## config.mk

```make
export PLATFORM = sky130hd
export DESIGN_NAME = utf8_sanitizing_truncating_copy_flat
export DESIGN_NICKNAME = d
export VERILOG_FILES = /design/src/design/u8stc_pkg.sv /design/src/design/u8stc_if.sv /design/src/design/utf8_sanitizing_truncating_copy.sv /design/src/design/u8stc_track.sv /design/src/design/u8stc_burst.sv /design/src/flat_wrapper.sv
export VERILOG_INCLUDE_DIRS = /design/src /design/src/design
export SDC_FILE = /design/constraint.sdc
export NUM_CORES = 1
export LEC_CHECK = 0
export BUFFER_PORTS_ARGS = -buffer_cell sky130_fd_sc_hd__buf_2
export CAP_MARGIN = 15
export CORE_ASPECT_RATIO = 0.5
export CORE_MARGIN = 2
export CORE_UTILIZATION = 45
export CTS_CLUSTER_DIAMETER = 200
export CTS_CLUSTER_SIZE = 16
export DETAILED_ROUTE_END_ITERATION = 8
export PLACE_DENSITY = 0.67
export SLEW_MARGIN = 20
export SYNTH_ARGS = -nofsm -noshare
export SYNTH_HDL_FRONTEND = slang
export SYNTH_SLANG_ARGS = --single-unit
```

## constraint.sdc

```tcl
create_clock -name clk -period 13.7 [get_ports clk]
set_clock_uncertainty 0.1 [all_clocks]
set_input_delay 4.11 -clock clk [delete_from_list [all_inputs] [get_ports clk]]
set_output_delay 4.11 -clock clk [all_outputs]
set_load 0.01 [all_outputs]
```

## src/design/assert_macros.svh

```systemverilog
// Shared concurrent assertion macros.
`ifndef ASSERT_MACROS_SVH
`define ASSERT_MACROS_SVH

// Check an implication on every clk edge outside reset.
`define ASSERT_IMPL(label, ante, cons, msg) \
  label: assert property (@(posedge clk) disable iff (!rst_n) (ante) |-> (cons)) \
    else $error(msg);

// Check an implication in the cycle after the antecedent, outside reset.
`define ASSERT_NEXT(label, ante, cons, msg) \
  label: assert property (@(posedge clk) disable iff (!rst_n) (ante) |=> (cons)) \
    else $error(msg);

`endif

```

## src/design/u8stc_pkg.sv

```systemverilog
package u8stc_pkg;

  localparam int unsigned BYTE_W       = 8;
  localparam int unsigned CAP_W        = 13;
  localparam int unsigned MAX_CAPACITY = 4096;
  localparam int unsigned MAX_RES      = 5;
  localparam int unsigned PEND_DEPTH   = 3;
  localparam int unsigned LEN_W        = 3;
  localparam int unsigned PCNT_W       = 2;
  localparam int unsigned RES_IDX_W    = 3;

  localparam logic [CAP_W-1:0] CAP_LIMIT = CAP_W'(MAX_CAPACITY);

  localparam logic [BYTE_W-1:0] MASK_1B   = 8'h80;
  localparam logic [BYTE_W-1:0] MASK_2B   = 8'hE0;
  localparam logic [BYTE_W-1:0] LEAD_2B   = 8'hC0;
  localparam logic [BYTE_W-1:0] MASK_3B   = 8'hF0;
  localparam logic [BYTE_W-1:0] LEAD_3B   = 8'hE0;
  localparam logic [BYTE_W-1:0] MASK_4B   = 8'hF8;
  localparam logic [BYTE_W-1:0] LEAD_4B   = 8'hF0;
  localparam logic [BYTE_W-1:0] MASK_CONT = 8'hC0;
  localparam logic [BYTE_W-1:0] CONT_PAT  = 8'h80;

  typedef struct packed {
    logic [BYTE_W-1:0] data;
    logic              term;
  } res_t;

  typedef struct packed {
    res_t [MAX_RES-1:0]   ent;
    logic [RES_IDX_W-1:0] cnt;
  } burst_t;

endpackage

```

## src/design/u8stc_if.sv

```systemverilog
interface u8stc_in_if;
  logic       valid;
  logic       ready;
  logic [7:0] in_byte;
  logic       in_last;

  modport source (output valid, output in_byte, output in_last, input ready);
  modport sink   (input valid, input in_byte, input in_last, output ready);
endinterface

interface u8stc_out_if;
  logic       valid;
  logic       ready;
  logic [7:0] out_byte;
  logic       out_end;
  logic       out_last;

  modport source (output valid, output out_byte, output out_end, output out_last,
                  input ready);
  modport sink   (input valid, input out_byte, input out_end, input out_last,
                  output ready);
endinterface

```

## src/design/utf8_sanitizing_truncating_copy.sv

```systemverilog
// UTF-8 sanitizing, truncating copy of a byte string.
// in_ch carries one source byte per transaction (in_byte, in_last); out_ch
// carries the copied bytes of whole, well-formed characters, then one
// terminator (out_end = 1, out_byte = 0) on the byte marked in_last when capacity is nonzero.
// out_last flags the final result caused by one input byte.
// cfg_we/cfg_wdata set the destination capacity (terminator included).
// Each byte is decoded in the cycle it is taken; its 0 to 5 results land in
// a burst register and leave one per cycle while out_ch is ready, from the
// next cycle on, so the first result shows in the cycle after acceptance.
// Throughput: one byte per cycle while each byte yields at most one result
// and out_ch does not stall; a byte that yields more holds in_ch.ready low
// until the single-entry burst register, draining one result per cycle, is at its last result.
// in_ch.ready stays high while out_ch stalls only if no results are waiting.
// Reset clears the character and count state, sets capacity to 64 and
// empties the burst register; no clearing pass is needed.
`include "assert_macros.svh"

module utf8_sanitizing_truncating_copy (
  input  logic                        clk,
  input  logic                        rst_n,
  input  logic                        cfg_we,
  input  logic [u8stc_pkg::CAP_W-1:0] cfg_wdata,
  u8stc_in_if.sink                    in_ch,
  u8stc_out_if.source                 out_ch
);
  import u8stc_pkg::*;

  burst_t            burst;
  logic              free;
  logic              accept;
  logic              stopped;
  logic [PCNT_W-1:0] pcount;
  logic [LEN_W-1:0]  exp_len;

  assign in_ch.ready = free;
  assign accept      = in_ch.valid && free;

  u8stc_track u_track (
    .clk      (clk),
    .rst_n    (rst_n),
    .cfg_we   (cfg_we),
    .cfg_wdata(cfg_wdata),
    .accept   (accept),
    .byte_in  (in_ch.in_byte),
    .last_in  (in_ch.in_last),
    .burst    (burst),
    .stopped  (stopped),
    .pcount   (pcount),
    .exp_len  (exp_len)
  );

  u8stc_burst u_burst (
    .clk   (clk),
    .rst_n (rst_n),
    .load  (accept),
    .burst (burst),
    .free  (free),
    .out_ch(out_ch)
  );

  `ASSERT_IMPL(a_term_last, out_ch.valid && out_ch.out_end, out_ch.out_last, "terminator not last")
  `ASSERT_IMPL(a_term_zero, out_ch.valid && out_ch.out_end, out_ch.out_byte == '0, "terminator nonzero")
  `ASSERT_IMPL(a_pend_len, pcount != '0, exp_len > LEN_W'(pcount), "pending count overruns length")
  `ASSERT_NEXT(a_stop_clear, accept && in_ch.in_last, !stopped && pcount == '0, "state not cleared")

endmodule

```

## src/design/u8stc_track.sv

```systemverilog
module u8stc_track (
  input  logic                       clk,
  input  logic                       rst_n,
  input  logic                       cfg_we,
  input  logic [u8stc_pkg::CAP_W-1:0] cfg_wdata,
  input  logic                       accept,
  input  logic [u8stc_pkg::BYTE_W-1:0] byte_in,
  input  logic                       last_in,
  output u8stc_pkg::burst_t          burst,
  output logic                       stopped,
  output logic [u8stc_pkg::PCNT_W-1:0] pcount,
  output logic [u8stc_pkg::LEN_W-1:0]  exp_len
);
  import u8stc_pkg::*;

  logic [CAP_W-1:0]  cap_r;
  logic [BYTE_W-1:0] pend_r   [PEND_DEPTH];
  logic [BYTE_W-1:0] pend_nxt [PEND_DEPTH];
  logic [LEN_W-1:0]  exp_r, exp_nxt;
  logic [PCNT_W-1:0] pcnt_r, pcnt_nxt;
  logic [CAP_W-1:0]  wr_r, wr_nxt;
  logic              stop_r, stop_nxt;

  logic [CAP_W-1:0]  cap_eff;
  logic              fin_req;
  logic [LEN_W-1:0]  fin_len;
  logic              lead_req;
  logic [LEN_W-1:0]  lead_len;
  logic [LEN_W-1:0]  emit_len;
  logic              term;
  logic [CAP_W:0]    wr_sum;

  assign cap_eff = (cap_r > CAP_LIMIT) ? CAP_LIMIT : cap_r;

  always_comb begin
    if ((byte_in & MASK_1B) == '0) begin
      lead_len = LEN_W'(1);
    end else if ((byte_in & MASK_2B) == LEAD_2B) begin
      lead_len = LEN_W'(2);
    end else if ((byte_in & MASK_3B) == LEAD_3B) begin
      lead_len = LEN_W'(3);
    end else if ((byte_in & MASK_4B) == LEAD_4B) begin
      lead_len = LEN_W'(4);
    end else begin
      lead_len = '0;
    end
  end

  always_comb begin
    pend_nxt = pend_r;
    exp_nxt  = exp_r;
    pcnt_nxt = pcnt_r;
    wr_nxt   = wr_r;
    stop_nxt = stop_r;
    fin_req  = 1'b0;
    fin_len  = '0;
    lead_req = 1'b0;
    emit_len = '0;
    term     = 1'b0;
    wr_sum   = '0;

    if (!stop_r) begin
      if (pcnt_r != '0 && exp_r > LEN_W'(1)) begin
        if ((byte_in & MASK_CONT) == CONT_PAT) begin
          if (LEN_W'(pcnt_r) + LEN_W'(1) >= exp_r) begin
            fin_req = 1'b1;
            fin_len = exp_r;
          end else if (pcnt_r < PCNT_W'(PEND_DEPTH)) begin
            pend_nxt[pcnt_r] = byte_in;
            pcnt_nxt         = pcnt_r + PCNT_W'(1);
          end else begin
            pcnt_nxt = '0;
            exp_nxt  = '0;
          end
        end else begin
          lead_req = 1'b1;
        end
      end else begin
        lead_req = 1'b1;
      end
    end

    if (lead_req) begin
      pcnt_nxt = '0;
      exp_nxt  = '0;
      if (byte_in == '0) begin
        stop_nxt = 1'b1;
      end else if (lead_len == LEN_W'(1)) begin
        fin_req = 1'b1;
        fin_len = lead_len;
      end else if (lead_len != '0) begin
        pend_nxt[0] = byte_in;
        pcnt_nxt    = PCNT_W'(1);
        exp_nxt     = lead_len;
      end
    end

    if (fin_req) begin
      wr_sum   = {1'b0, wr_r} + (CAP_W+1)'(fin_len);
      pcnt_nxt = '0;
      exp_nxt  = '0;
      if (wr_sum >= {1'b0, cap_eff}) begin
        stop_nxt = 1'b1;
      end else begin
        emit_len = fin_len;
        wr_nxt   = wr_sum[CAP_W-1:0];
      end
    end

    if (last_in) begin
      term     = (cap_eff != '0);
      pcnt_nxt = '0;
      exp_nxt  = '0;
      wr_nxt   = '0;
      stop_nxt = 1'b0;
    end
  end

  always_comb begin
    for (int i = 0; i < MAX_RES; i++) begin
      if (i < PEND_DEPTH) begin
        burst.ent[i].data = (LEN_W'(i) + LEN_W'(1) == emit_len) ? byte_in : pend_r[i];
      end else begin
        burst.ent[i].data = byte_in;
      end
      burst.ent[i].term = 1'b0;
      if (term && LEN_W'(i) == emit_len) begin
        burst.ent[i].data = '0;
        burst.ent[i].term = 1'b1;
      end
    end
    burst.cnt = RES_IDX_W'(emit_len) + RES_IDX_W'(term);
  end

  always_ff @(posedge clk) begin
    if (!rst_n) begin
      cap_r  <= CAP_W'(64);
      exp_r  <= '0;
      pcnt_r <= '0;
      wr_r   <= '0;
      stop_r <= 1'b0;
    end else begin
      if (cfg_we) begin
        cap_r <= cfg_wdata;
      end
      if (accept) begin
        exp_r  <= exp_nxt;
        pcnt_r <= pcnt_nxt;
        wr_r   <= wr_nxt;
        stop_r <= stop_nxt;
      end
    end
  end

  always_ff @(posedge clk) begin
    if (accept) begin
      pend_r <= pend_nxt;
    end
  end

  assign stopped = stop_r;
  assign pcount  = pcnt_r;
  assign exp_len = exp_r;

endmodule

```

## src/design/u8stc_burst.sv

```systemverilog
module u8stc_burst (
  input  logic              clk,
  input  logic              rst_n,
  input  logic              load,
  input  u8stc_pkg::burst_t burst,
  output logic              free,
  u8stc_out_if.source       out_ch
);
  import u8stc_pkg::*;

  res_t [MAX_RES-1:0]   ent_r;
  logic [RES_IDX_W-1:0] cnt_r, cnt_nxt;
  logic [RES_IDX_W-1:0] idx_r, idx_nxt;
  logic                 valid;
  logic                 at_last;
  logic                 take;
  res_t                 cur;

  assign valid   = idx_r < cnt_r;
  assign at_last = (idx_r + RES_IDX_W'(1)) == cnt_r;
  assign take    = valid && out_ch.ready;
  assign free    = !valid || (take && at_last);

  always_comb begin
    cur = '0;
    if (valid) begin
      cur = ent_r[idx_r];
    end
  end

  assign out_ch.valid    = valid;
  assign out_ch.out_byte = cur.data;
  assign out_ch.out_end  = cur.term;
  assign out_ch.out_last = valid && at_last;

  always_comb begin
    cnt_nxt = cnt_r;
    idx_nxt = idx_r;
    if (load && burst.cnt != '0) begin
      cnt_nxt = burst.cnt;
      idx_nxt = '0;
    end else if (take && at_last) begin
      cnt_nxt = '0;
      idx_nxt = '0;
    end else if (take) begin
      idx_nxt = idx_r + RES_IDX_W'(1);
    end
  end

  always_ff @(posedge clk) begin
    if (!rst_n) begin
      cnt_r <= '0;
      idx_r <= '0;
    end else begin
      cnt_r <= cnt_nxt;
      idx_r <= idx_nxt;
    end
  end

  always_ff @(posedge clk) begin
    if (load && burst.cnt != '0) begin
      ent_r <= burst.ent;
    end
  end

endmodule
```

## src/flat_wrapper.sv

```systemverilog
// flat-port wrapper written by rule: the top's interface ports become plain ports
module utf8_sanitizing_truncating_copy_flat import u8stc_pkg::*;
  (clk, rst_n, cfg_we, cfg_wdata, in_ch_valid, in_ch_in_byte, in_ch_in_last, in_ch_ready, out_ch_valid, out_ch_out_byte, out_ch_out_end, out_ch_out_last, out_ch_ready);
  u8stc_in_if in_ch_i ();
  u8stc_out_if out_ch_i ();
  input  logic clk;
  input  logic rst_n;
  input  logic cfg_we;
  input  logic [u8stc_pkg::CAP_W-1:0] cfg_wdata;
  input wire logic [$bits(in_ch_i.valid)-1:0] in_ch_valid;
  input wire logic [$bits(in_ch_i.in_byte)-1:0] in_ch_in_byte;
  input wire logic [$bits(in_ch_i.in_last)-1:0] in_ch_in_last;
  output wire logic [$bits(in_ch_i.ready)-1:0] in_ch_ready;
  output wire logic [$bits(out_ch_i.valid)-1:0] out_ch_valid;
  output wire logic [$bits(out_ch_i.out_byte)-1:0] out_ch_out_byte;
  output wire logic [$bits(out_ch_i.out_end)-1:0] out_ch_out_end;
  output wire logic [$bits(out_ch_i.out_last)-1:0] out_ch_out_last;
  input wire logic [$bits(out_ch_i.ready)-1:0] out_ch_ready;
  assign in_ch_i.valid = in_ch_valid;
  assign in_ch_i.in_byte = in_ch_in_byte;
  assign in_ch_i.in_last = in_ch_in_last;
  assign in_ch_ready = in_ch_i.ready;
  assign out_ch_valid = out_ch_i.valid;
  assign out_ch_out_byte = out_ch_i.out_byte;
  assign out_ch_out_end = out_ch_i.out_end;
  assign out_ch_out_last = out_ch_i.out_last;
  assign out_ch_i.ready = out_ch_ready;
  utf8_sanitizing_truncating_copy u_core (.clk(clk), .rst_n(rst_n), .cfg_we(cfg_we), .cfg_wdata(cfg_wdata), .in_ch(in_ch_i), .out_ch(out_ch_i));
endmodule
```

* Yosys cells after proc, flatten, opt, wreduce, memory -nomap -nowiden
Cells that the tools add are included.
** Word-level totals
- Flip-flop bits (word level) :: 107
- Bits in latches :: 0
- Bits in writable memories :: 0
- Bits in read-only memories :: 0
- Input port bits :: 27
- Word-level logic and storage cells :: 162
- Memories kept :: 0
** Cells by class
- Add/sub/neg operators :: 5
- Multiply operators :: 0
- Div/mod/pow operators :: 0
- $lt $le $gt $ge :: 9
- Equality and inequality tests :: 14
- Shifts and indexed selects :: 0
- Mux-type cells :: 80
- Bitwise operators :: 4
- Reductions and logical operators :: 30
** Operators by type and width (number)
- two-way mux 24 bit :: 5
- two-way mux 3 bit :: 26
- two-way mux 8 bit :: 8
- two-way mux 13 bit :: 4
- binary-select mux 9 bit (select 3 bit) :: 1
- bitwise mux 24 bit :: 1
- two-way mux 1 bit :: 24
- two-way mux 9 bit :: 2
- demux 8 bit (select 2 bit) :: 1
- zero test 8 bit :: 2
- two-way mux 2 bit :: 8
- adder 13 x 3 -> 14 bit :: 1
- >= comparator 14 x 13 -> 1 bit :: 1
- > comparator 13 bit, second input constant :: 1
- nonzero test 13 bit :: 1
- logical AND 1 bit :: 12
- AND reduction 6 bit :: 2
- inequality test 4 bit, second input constant :: 2
- nonzero test 4 bit :: 2
- equality test 2 x 3 -> 1 bit, first input constant :: 2
- nonzero test 2 bit :: 3
- nonzero test 3 bit :: 2
- equality test 5 bit, second input constant :: 1
- AND reduction 5 bit :: 1
- other kinds (27) :: 29

* Logic depth before layout (Yosys ltp)
- Word-level depth :: 17
- Gate-level depth with buffers :: 27

* Modules after synthesis
From an unflattened synthesis, not the netlist that was laid out.
** Unflattened totals
- Cell total of the unflattened synthesis :: 498
- Area, all modules :: 5640.4 sq um
** Modules (own cells, without submodules)
- u8stc_track :: instances 1, cells an instance 377, area an instance 3568.4 sq um, seq. area each 1361.3 sq um
- u8stc_burst :: instances 1, cells an instance 120, area an instance 2065.7 sq um, seq. area each 1471.4 sq um
- utf8_sanitizing_truncating_copy :: instances 1, cells an instance 1, area an instance 6.3 sq um, seq. area each 0.0 sq um

* Least setup slack after synthesis
No wires, ideal clock.
- Path type :: input to register
- Start :: in in_ch_in_byte[6]
- End :: reg u_core.u_burst.ent_r[0] in the netlist's numbering (enable)
- Setup time :: 0.397 ns
- Arrival :: 9.337 ns
- Required time :: 13.203 ns
- Path slack :: 3.866 ns
- Stages on the path :: 23
- Cells stage by stage :: nor2_1 > o211a_2 > and2b_1 > a31o_2 > ha_1 > inv_1 > fa_1 > nand2b_1 > a21oi_1 > and3_1 > clkbuf_1 > nand3_1 > xnor2_1 > ha_1 > nand3_1 > o221ai_1 > a21oi_2 > clkbuf_1 > and2_1 > ha_1 > ha_1 > or3_1 > a31oi_4
** Between the ends
- Word-level cells in the longest chain between the ends :: 16
** RTL lines
- start: declaration :: RTL line flat_wrapper.sv:11 : input wire logic [$bits(in_ch_i.in_byte)-1:0] in_ch_in_byte;
- equality test 5 bit :: RTL line u8stc_track.sv:42 : end else if ((byte_in & MASK_4B) == LEAD_4B) begin
- two-way mux 3 bit :: RTL line u8stc_track.sv:42
- two-way mux 3 bit :: RTL line u8stc_track.sv:40 : end else if ((byte_in & MASK_3B) == LEAD_3B) begin
- two-way mux 3 bit :: RTL line u8stc_track.sv:38 : end else if ((byte_in & MASK_2B) == LEAD_2B) begin
- two-way mux 3 bit :: RTL line u8stc_track.sv:36 : if ((byte_in & MASK_1B) == '0) begin
- equality test 3 x 1 -> 1 bit :: RTL line u8stc_track.sv:88 : end else if (lead_len == LEN_W'(1)) begin
- two-way mux 3 bit :: RTL line u8stc_track.sv:88
- two-way mux 3 bit :: RTL line u8stc_track.sv:86 : if (byte_in == '0) begin
- two-way mux 3 bit :: RTL line u8stc_track.sv:83 : if (lead_req) begin
- adder 13 x 3 -> 14 bit :: RTL line u8stc_track.sv:99 : wr_sum = {1'b0, wr_r} + (CAP_W+1)'(fin_len);
- >= comparator 14 x 13 -> 1 bit :: RTL line u8stc_track.sv:102 : if (wr_sum >= {1'b0, cap_eff}) begin
- two-way mux 3 bit :: RTL line u8stc_track.sv:102
- two-way mux 3 bit * :: RTL line u8stc_track.sv:98 : if (fin_req) begin
- adder 3 x 1 -> 3 bit * :: RTL line u8stc_track.sv:132 : burst.cnt = RES_IDX_W'(emit_len) + RES_IDX_W'(term);
- nonzero test 3 bit * :: RTL line u8stc_burst.sv:61 : if (load && burst.cnt != '0) begin
- logical AND 1 bit * :: RTL line u8stc_burst.sv:61
- end signal: assignment :: RTL line u8stc_burst.sv:62 : ent_r <= burst.ent;
- end: declaration :: RTL line u8stc_burst.sv:11 : res_t [MAX_RES-1:0] ent_r;
Mark *: on every way between the ends. The rest lies on a longest branch, timed or not.
A chain may end at the register's enable or synchronous reset.

* Final worst setup path
- Start :: in in_ch_in_byte[6]
- End :: reg u_core.u_burst.ent_r[1] in the netlist's numbering (enable)
Same word-level chain as after synthesis.

==> results.cfg <==
[outcome]
status = complete, no violations

[power]
p_sw_share_pct = 26.3
seqPwrFrac_pct = 52.4
combPwrFrac_pct = 13.1
clkPwrFrac_pct = 34.5
p_per_area_nw_per_um2 = 112
p_leak_uw = 0.00257
irDropWorstVdd_mv = 0.0513
internal-power_uw = 531
p_switching_uw = 189

[layout]
drive_gt1_share_pct = 15.7
area_growth_pct = 10.4
final_util_pct = 50.8
fin_nets = 621
n_fill_cell = 1147
final-instance-count-excl-fill = 738
multi_input_area_um2 = 2770
regArea_um2 = 2830
antenna_cells = 0

[clocking]
cts-root-buf = clkbuf_16
post_cts_resized = 0
cts_setup_buffers = 0
clk_pin_slew_ps = 70
clockBufferDepth = 2
ctsHtreeMaxLevel = 3
cts_hold_buf = 0
cts_tree = yes
cts_sinks = 107
clock_latency_ps = 350
cts_made_buffers = 9

[placement]
io_buffer_count = 38
dp_hpwl_um = 8700
place_inst = 722
dp_slack_ps = 3720
globalplace.congestion = 0.817

[logic_synthesis]
yosysUniqueCellTypes = 63
yosysWarnings = 0
synthTopCellsByCount = 69 x edfxtp_1, 46 x nand2_1, 40 x nor2_1, 38 x dfxtp_1, 30 x ha_1
syn_inst = 536
mappedNetlistArea_um2 = 5810
syn_nets = 594
synth_edf_count = 69
synth.largest_area_cell = edfxtp_1
synth-main-ff-cell = edfxtp_1
synth_top_area_share_pct = 35.7
ys_seq_elements = 107
seq_area_frac_synth_pct = 48.8
synth_most_common_cell = edfxtp_1
ys_top_cells_by_area = edfxtp_1 36%, dfxtp_1 13%, ha_1 6.5%, mux2i_1 4.5%, mux4_2 3.5%
async_flop_share_pct = 0
syn_avg_cell_area_um2 = 10.8

[die]
die_h_um = 84.3
start_util_pct = 46.0
die_x_um = 165
num_io_pins = 39
core_um2 = 12600
die_area_um2 = 13900
fp-row-count = 29

[sta]
rsz0062_at_grt = no
slew_headroom_pct = 38.5
setup_viol = 0
finalCritPeriodShare_pct = 70.5
final_hold_viol_count = 0
fin_ws_ps = 4040
post-route-min-period_ps = 9660
tightest_slew_ps = 909
max_freq_mhz = 103
drv_slew = 0
setup_tns_ps = 0

[worst_setup_path]
crit_family = simple AND/OR/NAND/NOR gates
worstSetupEndpointType = register
crit_slowest_cell = buf_4
path_max_fanout = 50
critPathKind = primary input to register
cp.buffers_inverters = 4
slowest_delay_ps = 520
critPathArrivalTime_ps = 9560
r2r_slack_ps = 6960
path_cells = buf_2, nor2_1, o211a_2, and2b_1, a31o_2, ha_1, inv_1, fa_1, nand2b_1, a21oi_1, and3_1, nand3_1, xnor2_1, ha_1, nand3_1, o221ai_1, a21oi_2, buf_4, and2_1, ha_1, ha_1, or3_1, a31oi_4, buf_4
critPathLaunchType = primary input
cpMostUsedCell = ha_1
worstPathRequired_ps = 13590

[routing]
wl_um = 12600
wl_per_cell_um = 17.1
detail_route.vias_per_cell = 5.51
ant_nets = 0
vias = 4064
drc = 0
firstDrtPassIters = 4
drt_iter0_drc = 319

[grt]
grt_pass1_vias = 3941
overflow = 0
grt_max_degree = 51
antenna_found_initial = 0
grt_first_pass_wirelength_um = 20500
grt_use_total_pct = 19.2

[job]
cap_violations = 0

[worst_hold_path]
hp-class = register to register
-- cells by family after synthesis --
family / synth area share (%)
AOI/OAI and AO/OA: 12.9
muxes: 8.94
xor gates and xnor gates: 2.67
buffers and inverters: 3.49
and+or+nand+nor: 16.5
adders and majority gates: 6.81
DFF: 48.8
-- path summary, 6_finish.rpt --
path                                                             from                               endpoint  cells after the start
worst min register to register   u_core.u_burst.cnt_r[0]$_SDFFE_PN0P_   u_core.u_burst.cnt_r[0]$_SDFFE_PN0P_                      2
worst max register to register  u_core.u_track.pcount[0]$_SDFFE_PN0P_  u_core.u_burst.ent_r[1]$_SDFFCE_PP0P_                     25
worst max-delay path                                 in_ch_in_byte[6]  u_core.u_burst.ent_r[1]$_SDFFCE_PP0P_                     24
worst min-delay path             u_core.u_burst.cnt_r[0]$_SDFFE_PN0P_   u_core.u_burst.cnt_r[0]$_SDFFE_PN0P_                      2
-- power groups by stage --
stage	Sequential [µW]	Combinational, µW	Clock [µW]
6_report	377	94.2	248
3_5_place_dp	385	94.8	0
3_3_place_gp	384	93.7	0
2_1_floorplan	380	68.9	0
4_1_cts	377	95.4	253
5_1_grt	379	105	265
-- metal layers --
metal  GRT usage (%)  vias to the layer above  share of wire (%)
met3            3.75                        6                4.8
li1                -                     1992                  -
met1            27.1                     1973                 48
met4            5.14                        0               0.66
met5               0                        -                  0
met2            30.4                       93                 46
-- layout by cell type, fill, tap and decap left out, drive strengths merged, types with 13 or more instances in the layout --
cell type,netlist,final
and2,18,18
ha,30,30
inv,25,28
mux2i,26,26
buf,8,42
a21oi,23,23
edfxtp,69,69
nand2,47,47
nand3,22,22
a21boi,13,13
dfxtp,38,38
nor2b,17,17
o21ai,20,20
nor2,41,41
-- area by class of cell --
| cell class | count | share of cell area [%] |
|---|---|---|
| clock buffers | 11 | 3.63 |
| clock inverters | 5 | 0.663 |
| inverters | 26 | 1.52 |
| multi-input cells | 377 | 43.3 |
| flip-flops and latches | 107 | 44.2 |
| well taps | 170 | 3.32 |
| repair buffers | 42 | 3.43 |
-- worst min-delay path, delay by kind of cell, from the launching register on --
kind | cells | cell delay (ps)
compound gates | 1 | 50
flops | 1 | 320
simple gates | 1 | 60
-- through the flow --
step | area (µm²) | hold WS, ps | power, µW
global route | 6410 | 399 | 749
global placement | 6140 | 348 | 477
detailed placement | 6140 | 351 | 479
CTS | 6410 | 365 | 726
floorplan | 5810 | 333 | 449
finish | 6410 | 366 | 720
No activity file was read; power rests on OpenSTA's default activity.
